File: config.mk
export PLATFORM = sky130hd
export DESIGN_NAME = double_ended_queue_top_flat
export DESIGN_NICKNAME = d
export VERILOG_FILES = /design/src/deq_pkg.sv /design/src/deq_if.sv /design/src/deq_ctrl.sv /design/src/deq_dp.sv /design/src/double_ended_queue_top.sv /design/src/flat_wrapper.sv
export VERILOG_INCLUDE_DIRS = /design/src /design/src/src
export SDC_FILE = /design/constraint.sdc
export NUM_CORES = 1
export LEC_CHECK = 0
export BUFFER_PORTS_ARGS = -buffer_cell sky130_fd_sc_hd__buf_4
export CORE_ASPECT_RATIO = 1.75
export CORE_UTILIZATION = 35
export CTS_CLUSTER_DIAMETER = 40
export DETAILED_ROUTE_END_ITERATION = 6
export PLACE_DENSITY = 0.62
export SETUP_SLACK_MARGIN = 0.5
export SLEW_MARGIN = 40
export SYNTH_ARGS = -nofsm -noshare
export SYNTH_HDL_FRONTEND = slang
export SYNTH_SLANG_ARGS = --single-unit
File: constraint.sdc
create_clock -name clock -period 20.4 [get_ports clock]
set_input_delay 2.04 -clock clock [delete_from_list [all_inputs] [get_ports clock]]
set_output_delay 2.04 -clock clock [all_outputs]
set_load 0.03 [all_outputs]
File: src/double_ended_queue_top_macros.svh
// assertion helpers shared by the deque rtl
`ifndef DOUBLE_ENDED_QUEUE_TOP_MACROS_SVH
`define DOUBLE_ENDED_QUEUE_TOP_MACROS_SVH

// same-cycle implication, masked during reset
`define DEQ_ASSERT_NOW(lbl, clk, rst, ante, cons, msg) \
   lbl: assert property (@(posedge clk) disable iff (rst) (ante) |-> (cons)) else $error(msg);

// next-cycle implication, masked during reset
`define DEQ_ASSERT_NEXT(lbl, clk, rst, ante, cons, msg) \
   lbl: assert property (@(posedge clk) disable iff (rst) (ante) |=> (cons)) else $error(msg);

`endif

File: src/deq_pkg.sv
package deq_pkg;

   localparam int DATA_W        = 32;
   localparam int DEFAULT_DEPTH = 16;
   localparam int DEFAULT_OCC_W = $clog2(DEFAULT_DEPTH + 1);

   localparam logic [1:0] REQ_PUSH_FRONT = 2'd0;
   localparam logic [1:0] REQ_PUSH_BACK  = 2'd1;
   localparam logic [1:0] REQ_POP_FRONT  = 2'd2;
   localparam logic [1:0] REQ_POP_BACK   = 2'd3;

   localparam logic [1:0] STATUS_DONE  = 2'd0;
   localparam logic [1:0] STATUS_EMPTY = 2'd1;
   localparam logic [1:0] STATUS_FULL  = 2'd2;

   localparam logic signed [DATA_W-1:0] NEG_ONE = '1;

   // controller to datapath
   typedef struct packed {
      logic do_op;
      logic do_fetch;
   } deq_cmd_type;

   // datapath to controller
   typedef struct packed {
      logic need_fetch;
   } deq_stat_type;

endpackage

File: src/deq_if.sv
interface deq_req_if;
   import deq_pkg::*;

   logic                     valid;
   logic                     ready;
   logic [1:0]               req_type;
   logic signed [DATA_W-1:0] push_value;

   modport source (output valid, output req_type, output push_value, input ready);
   modport sink   (input valid, input req_type, input push_value, output ready);
endinterface

interface deq_rsp_if #(
   parameter int OCC_W = deq_pkg::DEFAULT_OCC_W
);
   import deq_pkg::*;

   logic                     valid;
   logic                     ready;
   logic [1:0]               status;
   logic signed [DATA_W-1:0] popped_value;
   logic signed [DATA_W-1:0] front_value;
   logic signed [DATA_W-1:0] back_value;
   logic                     is_empty;
   logic                     is_full;
   logic [OCC_W-1:0]         occupancy;

   modport source (output valid, output status, output popped_value, output front_value,
                   output back_value, output is_empty, output is_full, output occupancy,
                   input ready);
   modport sink   (input valid, input status, input popped_value, input front_value,
                   input back_value, input is_empty, input is_full, input occupancy,
                   output ready);
endinterface

File: src/deq_ctrl.sv
`include "double_ended_queue_top_macros.svh"

module deq_ctrl (
   input  logic                  clock,
   input  logic                  reset,
   input  logic                  req_valid,
   output logic                  req_ready,
   output logic                  rsp_valid,
   input  logic                  rsp_ready,
   input  deq_pkg::deq_stat_type stat,
   output deq_pkg::deq_cmd_type  cmd
);
   import deq_pkg::*;

   typedef enum logic [1:0] {
      S_IDLE  = 2'b01,
      S_FETCH = 2'b10
   } state_type;

   state_type state_ff, state_in;
   logic      rsp_valid_ff, rsp_valid_in;
   logic      out_free;
   logic      accept;

   // output register is free if empty or drained this cycle
   assign out_free     = !rsp_valid_ff || rsp_ready;
   // no word is taken while reset is held
   assign req_ready    = !reset && (state_ff == S_IDLE) && out_free;
   assign accept       = req_valid && req_ready;
   assign cmd.do_op    = accept;
   assign cmd.do_fetch = (state_ff == S_FETCH) && out_free;
   assign rsp_valid    = rsp_valid_ff;

   always_comb begin
      state_in = state_ff;
      unique case (state_ff)
         S_IDLE: begin
            if (accept && stat.need_fetch) state_in = S_FETCH;
         end
         S_FETCH: begin
            if (out_free) state_in = S_IDLE;
         end
         default: state_in = S_IDLE;
      endcase
   end

   always_comb begin
      if ((accept && !stat.need_fetch) || cmd.do_fetch) begin
         rsp_valid_in = 1'b1;
      end else if (rsp_ready) begin
         rsp_valid_in = 1'b0;
      end else begin
         rsp_valid_in = rsp_valid_ff;
      end
   end

   always_ff @(posedge clock) begin
      if (reset) begin
         state_ff     <= S_IDLE;
         rsp_valid_ff <= 1'b0;
      end else begin
         state_ff     <= state_in;
         rsp_valid_ff <= rsp_valid_in;
      end
   end

   `DEQ_ASSERT_NEXT(a_fetch_finishes, clock, reset, cmd.do_fetch, (state_ff == S_IDLE) && rsp_valid_ff, "fetch did not finish with a result")
   `DEQ_ASSERT_NEXT(a_short_op_result, clock, reset, accept && !stat.need_fetch, rsp_valid_ff && (state_ff == S_IDLE), "one-cycle request gave no result")
   `DEQ_ASSERT_NEXT(a_pop_waits, clock, reset, accept && stat.need_fetch, (state_ff == S_FETCH) && !req_ready, "pop did not wait for the store read")

endmodule

File: src/deq_dp.sv
`include "double_ended_queue_top_macros.svh"

module deq_dp #(
   parameter int DEPTH = deq_pkg::DEFAULT_DEPTH,
   parameter int OCC_W = $clog2(DEPTH + 1)
) (
   input  logic                             clock,
   input  logic                             reset,
   input  deq_pkg::deq_cmd_type             cmd,
   output deq_pkg::deq_stat_type            stat,
   input  logic [1:0]                       req_type,
   input  logic signed [deq_pkg::DATA_W-1:0] push_value,
   output logic [1:0]                       status,
   output logic signed [deq_pkg::DATA_W-1:0] popped_value,
   output logic signed [deq_pkg::DATA_W-1:0] front_value,
   output logic signed [deq_pkg::DATA_W-1:0] back_value,
   output logic                             is_empty,
   output logic                             is_full,
   output logic [OCC_W-1:0]                 occupancy
);
   import deq_pkg::*;

   localparam int AW = $clog2(DEPTH);

   logic signed [DATA_W-1:0] mem [DEPTH];

   logic [AW-1:0]            front_idx_ff, front_idx_in;
   logic [AW-1:0]            back_idx_ff, back_idx_in;
   logic [OCC_W-1:0]         count_ff, count_in;
   logic signed [DATA_W-1:0] front_val_ff, front_val_in;
   logic signed [DATA_W-1:0] back_val_ff, back_val_in;
   logic signed [DATA_W-1:0] pend_pop_ff;
   logic                     pend_front_ff;
   logic signed [DATA_W-1:0] rd_data_ff;

   logic [AW-1:0]            front_inc, front_dec, back_inc, back_dec;
   logic [AW-1:0]            wr_addr, rd_addr;
   logic                     wr_en, rd_en;
   logic                     is_push, now_empty, now_full;
   logic                     load;
   logic [1:0]               status_in;
   logic signed [DATA_W-1:0] popped_in;

   logic [1:0]               status_ff;
   logic signed [DATA_W-1:0] popped_ff, front_out_ff, back_out_ff;
   logic                     empty_ff, full_ff;
   logic [OCC_W-1:0]         occ_ff;

   assign is_push   = (req_type == REQ_PUSH_FRONT) || (req_type == REQ_PUSH_BACK);
   assign now_empty = (count_ff == '0);
   assign now_full  = (count_ff == OCC_W'(DEPTH));
   assign stat.need_fetch = !is_push && !now_empty;

   // ring wrap for depths that are not a power of two
   assign front_inc = (front_idx_ff == AW'(DEPTH - 1)) ? '0 : front_idx_ff + 1'b1;
   assign front_dec = (front_idx_ff == '0) ? AW'(DEPTH - 1) : front_idx_ff - 1'b1;
   assign back_inc  = (back_idx_ff == AW'(DEPTH - 1)) ? '0 : back_idx_ff + 1'b1;
   assign back_dec  = (back_idx_ff == '0) ? AW'(DEPTH - 1) : back_idx_ff - 1'b1;

   always_comb begin
      front_idx_in = front_idx_ff;
      back_idx_in  = back_idx_ff;
      count_in     = count_ff;
      front_val_in = front_val_ff;
      back_val_in  = back_val_ff;
      wr_en        = 1'b0;
      wr_addr      = front_dec;
      rd_en        = 1'b0;
      rd_addr      = front_inc;
      load         = 1'b0;
      status_in    = STATUS_DONE;
      popped_in    = NEG_ONE;
      if (cmd.do_op) begin
         if (is_push) begin
            load = 1'b1;
            if (now_full) begin
               status_in = STATUS_FULL;
            end else begin
               wr_en    = 1'b1;
               count_in = count_ff + 1'b1;
               if (req_type == REQ_PUSH_FRONT) begin
                  front_idx_in = front_dec;
                  wr_addr      = front_dec;
                  front_val_in = push_value;
                  if (now_empty) back_val_in = push_value;
               end else begin
                  back_idx_in = back_inc;
                  wr_addr     = back_inc;
                  back_val_in = push_value;
                  if (now_empty) front_val_in = push_value;
               end
            end
         end else if (now_empty) begin
            load      = 1'b1;
            status_in = STATUS_EMPTY;
         end else begin
            // new end word comes from the registered store read, taken in the fetch state
            rd_en    = 1'b1;
            count_in = count_ff - 1'b1;
            if (req_type == REQ_POP_FRONT) begin
               front_idx_in = front_inc;
               rd_addr      = front_inc;
            end else begin
               back_idx_in = back_dec;
               rd_addr     = back_dec;
            end
         end
      end else if (cmd.do_fetch) begin
         load      = 1'b1;
         popped_in = pend_pop_ff;
         if (pend_front_ff) begin
            front_val_in = rd_data_ff;
         end else begin
            back_val_in = rd_data_ff;
         end
      end
   end

   always_ff @(posedge clock) begin
      if (wr_en) mem[wr_addr] <= push_value;
   end

   always_ff @(posedge clock) begin
      if (rd_en) rd_data_ff <= mem[rd_addr];
   end

   always_ff @(posedge clock) begin
      if (reset) begin
         front_idx_ff <= '0;
         back_idx_ff  <= AW'(DEPTH - 1);
         count_ff     <= '0;
      end else begin
         front_idx_ff <= front_idx_in;
         back_idx_ff  <= back_idx_in;
         count_ff     <= count_in;
      end
   end

   always_ff @(posedge clock) begin
      front_val_ff <= front_val_in;
      back_val_ff  <= back_val_in;
      if (rd_en) begin
         pend_pop_ff   <= (req_type == REQ_POP_FRONT) ? front_val_ff : back_val_ff;
         pend_front_ff <= (req_type == REQ_POP_FRONT);
      end
      if (load) begin
         status_ff    <= status_in;
         popped_ff    <= popped_in;
         front_out_ff <= (count_in == '0) ? NEG_ONE : front_val_in;
         back_out_ff  <= (count_in == '0) ? NEG_ONE : back_val_in;
         empty_ff     <= (count_in == '0);
         full_ff      <= (count_in == OCC_W'(DEPTH));
         occ_ff       <= count_in;
      end
   end

   assign status       = status_ff;
   assign popped_value = popped_ff;
   assign front_value  = front_out_ff;
   assign back_value   = back_out_ff;
   assign is_empty     = empty_ff;
   assign is_full      = full_ff;
   assign occupancy    = occ_ff;

   `DEQ_ASSERT_NOW(a_count_bound, clock, reset, 1'b1, count_ff <= OCC_W'(DEPTH), "count above depth")
   `DEQ_ASSERT_NEXT(a_full_push_holds, clock, reset, cmd.do_op && is_push && now_full, $stable(count_ff) && $stable(front_idx_ff) && $stable(back_idx_ff), "rejected push changed state")
   `DEQ_ASSERT_NEXT(a_empty_pop_holds, clock, reset, cmd.do_op && !is_push && now_empty, $stable(count_ff) && $stable(front_idx_ff) && $stable(back_idx_ff), "empty pop changed state")

endmodule

File: src/double_ended_queue_top.sv
// channel   dir  handshake          payload
// req_chan  in   valid / ready      req_type, push_value
// rsp_chan  out  valid / ready      status, popped_value, front_value, back_value,
//                                   is_empty, is_full, occupancy
//
// a push, a rejected push and a pop on an empty queue load the result directly; a pop that
// removes a word passes through the fetch state, for the registered store read that brings
// in the new front or back word
// reset is synchronous and clears indices and count; the element store is not cleared
// each result sits in an output register, a new word is taken while it is drained
// a stalled rsp_chan holds requests off once the next result has nowhere to go
module double_ended_queue_top #(
   parameter int DEPTH = deq_pkg::DEFAULT_DEPTH
) (
   input  logic      clock,
   input  logic      reset,
   deq_req_if.sink   req_chan,
   deq_rsp_if.source rsp_chan
);
   import deq_pkg::*;

   localparam int OCC_W = $clog2(DEPTH + 1);

   deq_cmd_type  cmd;
   deq_stat_type stat;

   deq_ctrl u_ctrl (
      .clock     (clock),
      .reset     (reset),
      .req_valid (req_chan.valid),
      .req_ready (req_chan.ready),
      .rsp_valid (rsp_chan.valid),
      .rsp_ready (rsp_chan.ready),
      .stat      (stat),
      .cmd       (cmd)
   );

   deq_dp #(
      .DEPTH (DEPTH),
      .OCC_W (OCC_W)
   ) u_dp (
      .clock        (clock),
      .reset        (reset),
      .cmd          (cmd),
      .stat         (stat),
      .req_type     (req_chan.req_type),
      .push_value   (req_chan.push_value),
      .status       (rsp_chan.status),
      .popped_value (rsp_chan.popped_value),
      .front_value  (rsp_chan.front_value),
      .back_value   (rsp_chan.back_value),
      .is_empty     (rsp_chan.is_empty),
      .is_full      (rsp_chan.is_full),
      .occupancy    (rsp_chan.occupancy)
   );

endmodule
File: src/flat_wrapper.sv
// flat-port wrapper written by rule: the top's interface ports become plain ports
module double_ended_queue_top_flat import deq_pkg::*;
#(
   parameter int DEPTH = deq_pkg::DEFAULT_DEPTH
)
  (clock, reset, req_chan_valid, req_chan_req_type, req_chan_push_value, req_chan_ready, rsp_chan_valid, rsp_chan_status, rsp_chan_popped_value, rsp_chan_front_value, rsp_chan_back_value, rsp_chan_is_empty, rsp_chan_is_full, rsp_chan_occupancy, rsp_chan_ready);
  deq_req_if req_chan_i ();
  deq_rsp_if rsp_chan_i ();
  input  logic clock;
  input  logic reset;
  input wire logic [$bits(req_chan_i.valid)-1:0] req_chan_valid;
  input wire logic [$bits(req_chan_i.req_type)-1:0] req_chan_req_type;
  input wire logic [$bits(req_chan_i.push_value)-1:0] req_chan_push_value;
  output wire logic [$bits(req_chan_i.ready)-1:0] req_chan_ready;
  output wire logic [$bits(rsp_chan_i.valid)-1:0] rsp_chan_valid;
  output wire logic [$bits(rsp_chan_i.status)-1:0] rsp_chan_status;
  output wire logic [$bits(rsp_chan_i.popped_value)-1:0] rsp_chan_popped_value;
  output wire logic [$bits(rsp_chan_i.front_value)-1:0] rsp_chan_front_value;
  output wire logic [$bits(rsp_chan_i.back_value)-1:0] rsp_chan_back_value;
  output wire logic [$bits(rsp_chan_i.is_empty)-1:0] rsp_chan_is_empty;
  output wire logic [$bits(rsp_chan_i.is_full)-1:0] rsp_chan_is_full;
  output wire logic [$bits(rsp_chan_i.occupancy)-1:0] rsp_chan_occupancy;
  input wire logic [$bits(rsp_chan_i.ready)-1:0] rsp_chan_ready;
  assign req_chan_i.valid = req_chan_valid;
  assign req_chan_i.req_type = req_chan_req_type;
  assign req_chan_i.push_value = req_chan_push_value;
  assign req_chan_ready = req_chan_i.ready;
  assign rsp_chan_valid = rsp_chan_i.valid;
  assign rsp_chan_status = rsp_chan_i.status;
  assign rsp_chan_popped_value = rsp_chan_i.popped_value;
  assign rsp_chan_front_value = rsp_chan_i.front_value;
  assign rsp_chan_back_value = rsp_chan_i.back_value;
  assign rsp_chan_is_empty = rsp_chan_i.is_empty;
  assign rsp_chan_is_full = rsp_chan_i.is_full;
  assign rsp_chan_occupancy = rsp_chan_i.occupancy;
  assign rsp_chan_i.ready = rsp_chan_ready;
  double_ended_queue_top #(.DEPTH(DEPTH)) u_core (.clock(clock), .reset(reset), .req_chan(req_chan_i), .rsp_chan(rsp_chan_i));
endmodule
==> Word-level counts from Yosys, hierarchy flattened <==
Memory sizes are Yosys's and may differ from the RTL's. A register that Yosys moved wholly into a read port is not among the register bits.
Index checks and enable logic that the tools add are counted.
{ "classes": {"n_addsub": 6, "eq_ne": 15, "reduce_logical": 26, "mux": 61, "bitwise_logic": 1} }
{ "op_table": {"columns": ["op", "count"], "rows": [
  ["$mux 32", 15],
  ["$mux 4", 22],
  ["$mux 5", 4],
  ["$mux 1", 15],
  ["$eq 5x5->1 const B", 2],
  ["$logic_not 5->1", 2],
  ["$ne 2x2->1 const B", 5],
  ["$reduce_and 5->1", 2],
  ["$add 4x1->4 const B", 2],
  ["$eq 4x4->1 const B", 2],
  ["$logic_not 4->1", 2],
  ["$mux 2", 4],
  ["$sub 4x1->4 const B", 2],
  ["$logic_and 1x1->1", 7],
  ["$add 5x1->5 const B", 1],
  ["$logic_not 1->1", 5],
  ["$sub 5x1->5 const B", 1],
  ["$eq 2x1->1 const B", 2],
  ["$eq 2x2->1 const B", 2],
  ["$ne 2x1->1 const B", 2],
  ["$pmux 2 s2", 1],
  ["$reduce_bool 2->1", 2],
  ["$logic_or 1x1->1", 3],
  ["$logic_not 2->1", 1],
  ["3 further kinds", 3]
]} }
{ "totals": {"in_bits": 38, "out_inout_bits": 107, "mem_count": 1, "ff_bits": 218, "mem_bits_rw": 512} }
{ "mem_list": {"columns": ["memory", "words", "word_bits", "read_ports", "rd_clocked_by_memory_dff", "wr", "line", "text"], "rows": [
  ["u_core.u_dp.mem", 16, 32, 1, 1, 1, "deq_dp.sv:25", "logic signed [DATA_W-1:0] mem [DEPTH];"]
]} }

==> Depth between registers and ports, before layout <==
{ "depth": {"ltp_word": 8, "ltp_mapped": 16} }

==> Hierarchy <==
A second synthesis with hierarchy kept.
{ "unflattened": {"cells_unflattened": 2210, "area_unflattened_um2": 31152.4} }
{ "by_module_without_submodules": {"columns": ["module", "area_per_inst_um2", "n_inst", "cells_per_inst", "seq_area_each_um2"], "rows": [
  ["deq_dp", 30959.7, 1, 2193, 22021.1],
  ["deq_ctrl", 192.7, 1, 17, 60.1]
]} }

==> Least setup slack after synthesis <==
No wires, ideal clock.
{ "synth_path": {"path_kind": "in2reg", "startpoint": "input rsp_chan_ready", "endpoint": "register u_core.u_dp.back_out_ff[0], in the netlist u_core.u_dp.back_value[0], enable pin", "required_time_ns": 19.686, "arrival_time_ns": 9.780, "slack_ns": 9.906, "n_path_buf": 2, "cell_stages": 4, "path_cell_list": "nor2b_1 > clkbuf_1 > clkbuf_1 > o21ai_0"} }
{ "synth_via": {"elab_chain_cells": 4} }
{ "synth_lines": {"columns": ["item", "line", "text"], "rows": [
  ["from (decl)", "flat_wrapper.sv:23", "input wire logic [$bits(rsp_chan_i.ready)-1:0] rsp_chan_ready;"],
  ["$logic_or 1x1->1 *", "deq_ctrl.sv:26", "assign out_free = !rsp_valid_ff || rsp_ready;"],
  ["$logic_and 1x1->1, on equally long branches", "deq_ctrl.sv:31, deq_ctrl.sv:28", null],
  ["$mux 1 / $logic_and 1x1->1 (equally long branches)", "deq_dp.sv:108, deq_ctrl.sv:29", null],
  ["$mux 1 *", "deq_dp.sv:73", "if (cmd.do_op) begin"],
  ["named net u_core.u_dp.load", "deq_dp.sv:40", "logic load;"],
  ["to (signal assigned)", "deq_dp.sv:150", "back_out_ff <= (count_in == '0) ? NEG_ONE : back_val_in;"],
  ["to (decl)", "deq_dp.sv:45", "logic signed [DATA_W-1:0] popped_ff, front_out_ff, back_out_ff;"]
]} }
Mark *: on every way through the listed nets, which the timed path passes. The rest lies on a longest branch.
A chain may end at the register's enable or synchronous reset.

==> Final worst setup path <==
{ "layout_path": {"startpoint": "input reset", "endpoint": "register u_core.u_dp.rd_data_ff[14] (read register of u_core.u_dp.mem), data pin"} }
{ "layout_via": {"elab_chain_cells": 5} }
{ "layout_lines": {"columns": ["item", "line", "text"], "rows": [
  ["from (decl)", "flat_wrapper.sv:10", "input logic reset;"],
  ["$logic_not 1->1 *", "deq_ctrl.sv:28", "assign req_ready = !reset && (state_ff == S_IDLE) && out_free;"],
  ["$logic_and 1x1->1 * (2 in a row)", "deq_ctrl.sv:28", null],
  ["$logic_and 1x1->1 *", "deq_ctrl.sv:29", "assign accept = req_valid && req_ready;"],
  ["$mux 4 / $mux 1 (equally long branches)", "deq_dp.sv:73", null],
  ["to (decl)", "deq_dp.sv:34", "logic signed [DATA_W-1:0] rd_data_ff;"]
]} }
Every way passes the cells marked *; elsewhere a longest branch is shown, timed or not.

==> results.cfg <==
[run_status]
outcome = finished with violations
failed_checks = DRC

[setup_path]
crit_start = reset
start_kind = input port
crit_path_end_kind = flop
cp-endpoint = u_core.u_dp.rd_data_ff[14]
cpMaxStageDelayCell = buf_4
r2r_setup_slack_ns = 15.88
cp_num_buf_inv = 2
cp_top_family = simple AND/OR/NAND/NOR gates
arrival_ns = 5.60
cp.required_ns = 20.78
max_stage_delay_ns = 0.73
reg2reg_to = u_core.u_dp.rd_data_ff[7]
critical_path_class = input port to flop
cp_num_cells = 8
crit_fanout = 55
timing.rr.start = u_core.u_dp.count_ff[1]
cp_cell_sequence = buf_4 -> and4bb_2 -> and4_4 -> buf_4 -> nand2_4 -> nand2_4 -> a311oi_1 -> or4_1
worst-r2r-cell-count = 11

[timing]
holdWs_ns = 0.466
finalSetupViolCount = 0
finalHoldViolCount = 0
skew_ns = 0.0314
worst_pin_slew_ns = 0.848
min_period_over_period_pct = 25.6
clock.fmax_mhz = 191
rsz0062_at_grt = false
max_slew_margin_pct = 43.5
slew_viol_final = 0
period_minus_slack_ns = 5.23
fin_setup_tns_ns = 0

[yosys]
yosys.area_share.simple_pct = 11.2
avgSynthCellArea_um2 = 11.9
ys_ff_latch = 762
syn-num-nets = 2982
synthMuxAreaShare_pct = 3.61
synth_top_family_by_area = compound AO/OA/AOI/OAI gates
synth_top_area_share_pct = 58.5
synth-main-ff-cell = edfxtp_1
synth_edf_count = 682
netlist_area_um2 = 35000
synthXorXnorAreaFrac_pct = 0.200
ys_seq_area_share_pct = 63.1
synth_cell_types = 74
syn_inst = 2938
synthTopCellsByArea = edfxtp_1, dfxtp_1, nand2_1
yosys_warnings = 0
synth_top_area_cell = edfxtp_1
synth_compound_area_share_pct = 17.7
synth-adder-area-share_pct = 0.215
async_reset_ff_share_pct = 0

[cts]
post-cts-setup-buffers = 0
cts_inserted_buffers = 69
cts_root_buf = clkbuf_16
h-tree-depth = 3
clk_latency_ns = 0.64
hold_buffers = 0
clock_sinks = 762
cts_tree = built
clkTransAtPathRegs_ns = 0.06
cts.path.max_buffers = 3
cts_resized = 0

[global_routing]
grt_pass1_wl_mm = 156
gr-total-overflow = 0
grt_max_degree = 155
track_usage_pct = 20.6
antenna_found_initial = 8
grt_pass1_vias = 24825

[cells_and_area]
area_growth_pct = 13.4
final_common_cell = edfxtp_1
fill_cells = 9388
drive_gt1_share_pct = 14.8
nets = 3003
layout_common_cells = edfxtp_1, nand2_1, a21oi_1, buf_4, nor2_1
fin_cells = 4328
fin_area_um2 = 39700

[power]
cellPowerDensity_nw_per_um2 = 90.3
vdd_ir_drop_max_v = 0.0000580
leakage_nw = 13.5
power.total_w = 0.00358

[place]
portBuffers = 144
placed_area_um2 = 37400
place_inst = 4204
place.gp.congestion = 0.854
dp_hpwl_mm = 63.2

[detailed_routing]
wl_mm = 106
vias = 25515
routed_via_density = 5.90
dr.pass1.iters = 7
dr.first_iter.drc_count = 2357
ant_nets = 0
drc = 2
wl_per_cell_um = 24.5

[floorplan]
core_area_um2 = 99200
die_w_um = 241
ioPinCount = 145
initial_utilization_pct = 35.3
rows = 153
dieArea_um2 = 101000
fp.dieH_um = 420

[run]
cap_violations = 0

[min_path]
worstHoldPathType = flop to flop
[worst min-delay path: cells and delay by family (launching register included)]
family           cells  cell delay, ns
flip-flops           1            0.31
AND/OR/NAND/NOR      2            0.12
[power by group]
group / switching (W) / leakage (nW) / total, W / internal [W]
clock network: 0.000590 / 1.09 / 0.00131 / 0.000720
registers: 0.0000300 / 6.73 / 0.00182 / 0.00179
logic: 0.000297 / 5.67 / 0.000455 / 0.000158
[layout make-up]
cell class | instances | area (µm²) | area share, %
clock buffers | 91 | 1960 | 4.93
well taps | 1317 | 1650 | 4.16
clock inverters | 28 | 268 | 0.675
inverters | 47 | 183 | 0.461
diodes | 4 | 10.0 | 0.0252
multi-input cells | 1867 | 11800 | 29.8
repair buffers | 212 | 1680 | 4.22
flip-flops and latches | 762 | 22100 | 55.7
[layer usage]
| layer | vias to the layer above | wire, µm | track usage (%) |
|---|---|---|---|
| li1 | 11392 | - | - |
| met1 | 12604 | 37800 | 22.5 |
| met2 | 1183 | 54600 | 37.1 |
| met3 | 328 | 7120 | 3.02 |
| met4 | 8 | 6550 | 12.9 |
| met5 | - | 36 | 0 |
[registers in the layout, summed over array words and instances, names as in the netlist]
register                   cells
u_core.u_ctrl.rsp_valid        1
u_core.u_ctrl.state_ff         2
u_core.u_dp.back_idx_ff        4
u_core.u_dp.back_val_ff       32
u_core.u_dp.back_value        32
u_core.u_dp.count_ff           5
u_core.u_dp.front_idx_ff       4
u_core.u_dp.front_val_ff      32
u_core.u_dp.front_value       32
u_core.u_dp.is_empty           1
u_core.u_dp.is_full            1
u_core.u_dp.mem              512
u_core.u_dp.occupancy          5
u_core.u_dp.pend_front_ff      1
u_core.u_dp.pend_pop_ff       32
u_core.u_dp.popped_value      32
u_core.u_dp.rd_data_ff        32
u_core.u_dp.status             2
[how the worst min path moves through the flow]
stage                                 startpoint                           end  slack [ns]  cells past startpoint
finish              u_core.u_dp.front_val_ff[25]  u_core.u_dp.front_val_ff[25]        0.47                      2
CTS                 u_core.u_dp.front_val_ff[26]  u_core.u_dp.front_val_ff[26]        0.46                      2
global route        u_core.u_dp.front_val_ff[15]  u_core.u_dp.front_val_ff[15]        0.49                      2
global placement     u_core.u_dp.back_val_ff[10]   u_core.u_dp.back_val_ff[10]        0.45                      1
floorplan             u_core.u_dp.back_val_ff[0]    u_core.u_dp.back_val_ff[0]        0.43                      1
detailed placement    u_core.u_dp.back_val_ff[8]    u_core.u_dp.back_val_ff[8]        0.45                      1
[cells in the mapped netlist (14+ instances only)]
cell and instances:
buf_1 18, o21a_1 25, nor2_1 139, inv_1 44, mux2_2 76, o21ai_0 92
o21bai_1 15, a2111oi_0 28, buf_6 16, a311oi_1 28, clkbuf_1 173, a22oi_1 61
nand2_1 326, a21o_1 74, o22ai_1 49, a31oi_1 68, or3_1 39, nand4_1 52
nor3b_1 17, nor3_1 90, a211oi_1 71, o211ai_1 33, o31ai_1 14, a221o_1 43
buf_2 45, a21oi_1 224, dfxtp_1 80, nand3_1 67, edfxtp_1 682, mux2i_1 36
a221oi_1 25, a22o_1 33, nand2b_1 42
[cell families after synthesis]
group,after synthesis
buffers and inverters,309
adders and majority gates,6
xor gates and xnor gates,8
AOI/OAI and AO/OA,912
and+or+nand+nor,827
muxes,114
DFF,762
[metrics by stage]
stage	utilization (%)	setup slack, ns
2_1_floorplan	-	9.91
3_3_place_gp	37.6	14.58
3_5_place_dp	37.7	14.52
4_1_cts	40.0	15.21
5_1_grt	40.0	15.07
6_report	40.0	15.17
(Power assumes the default switching activity.)
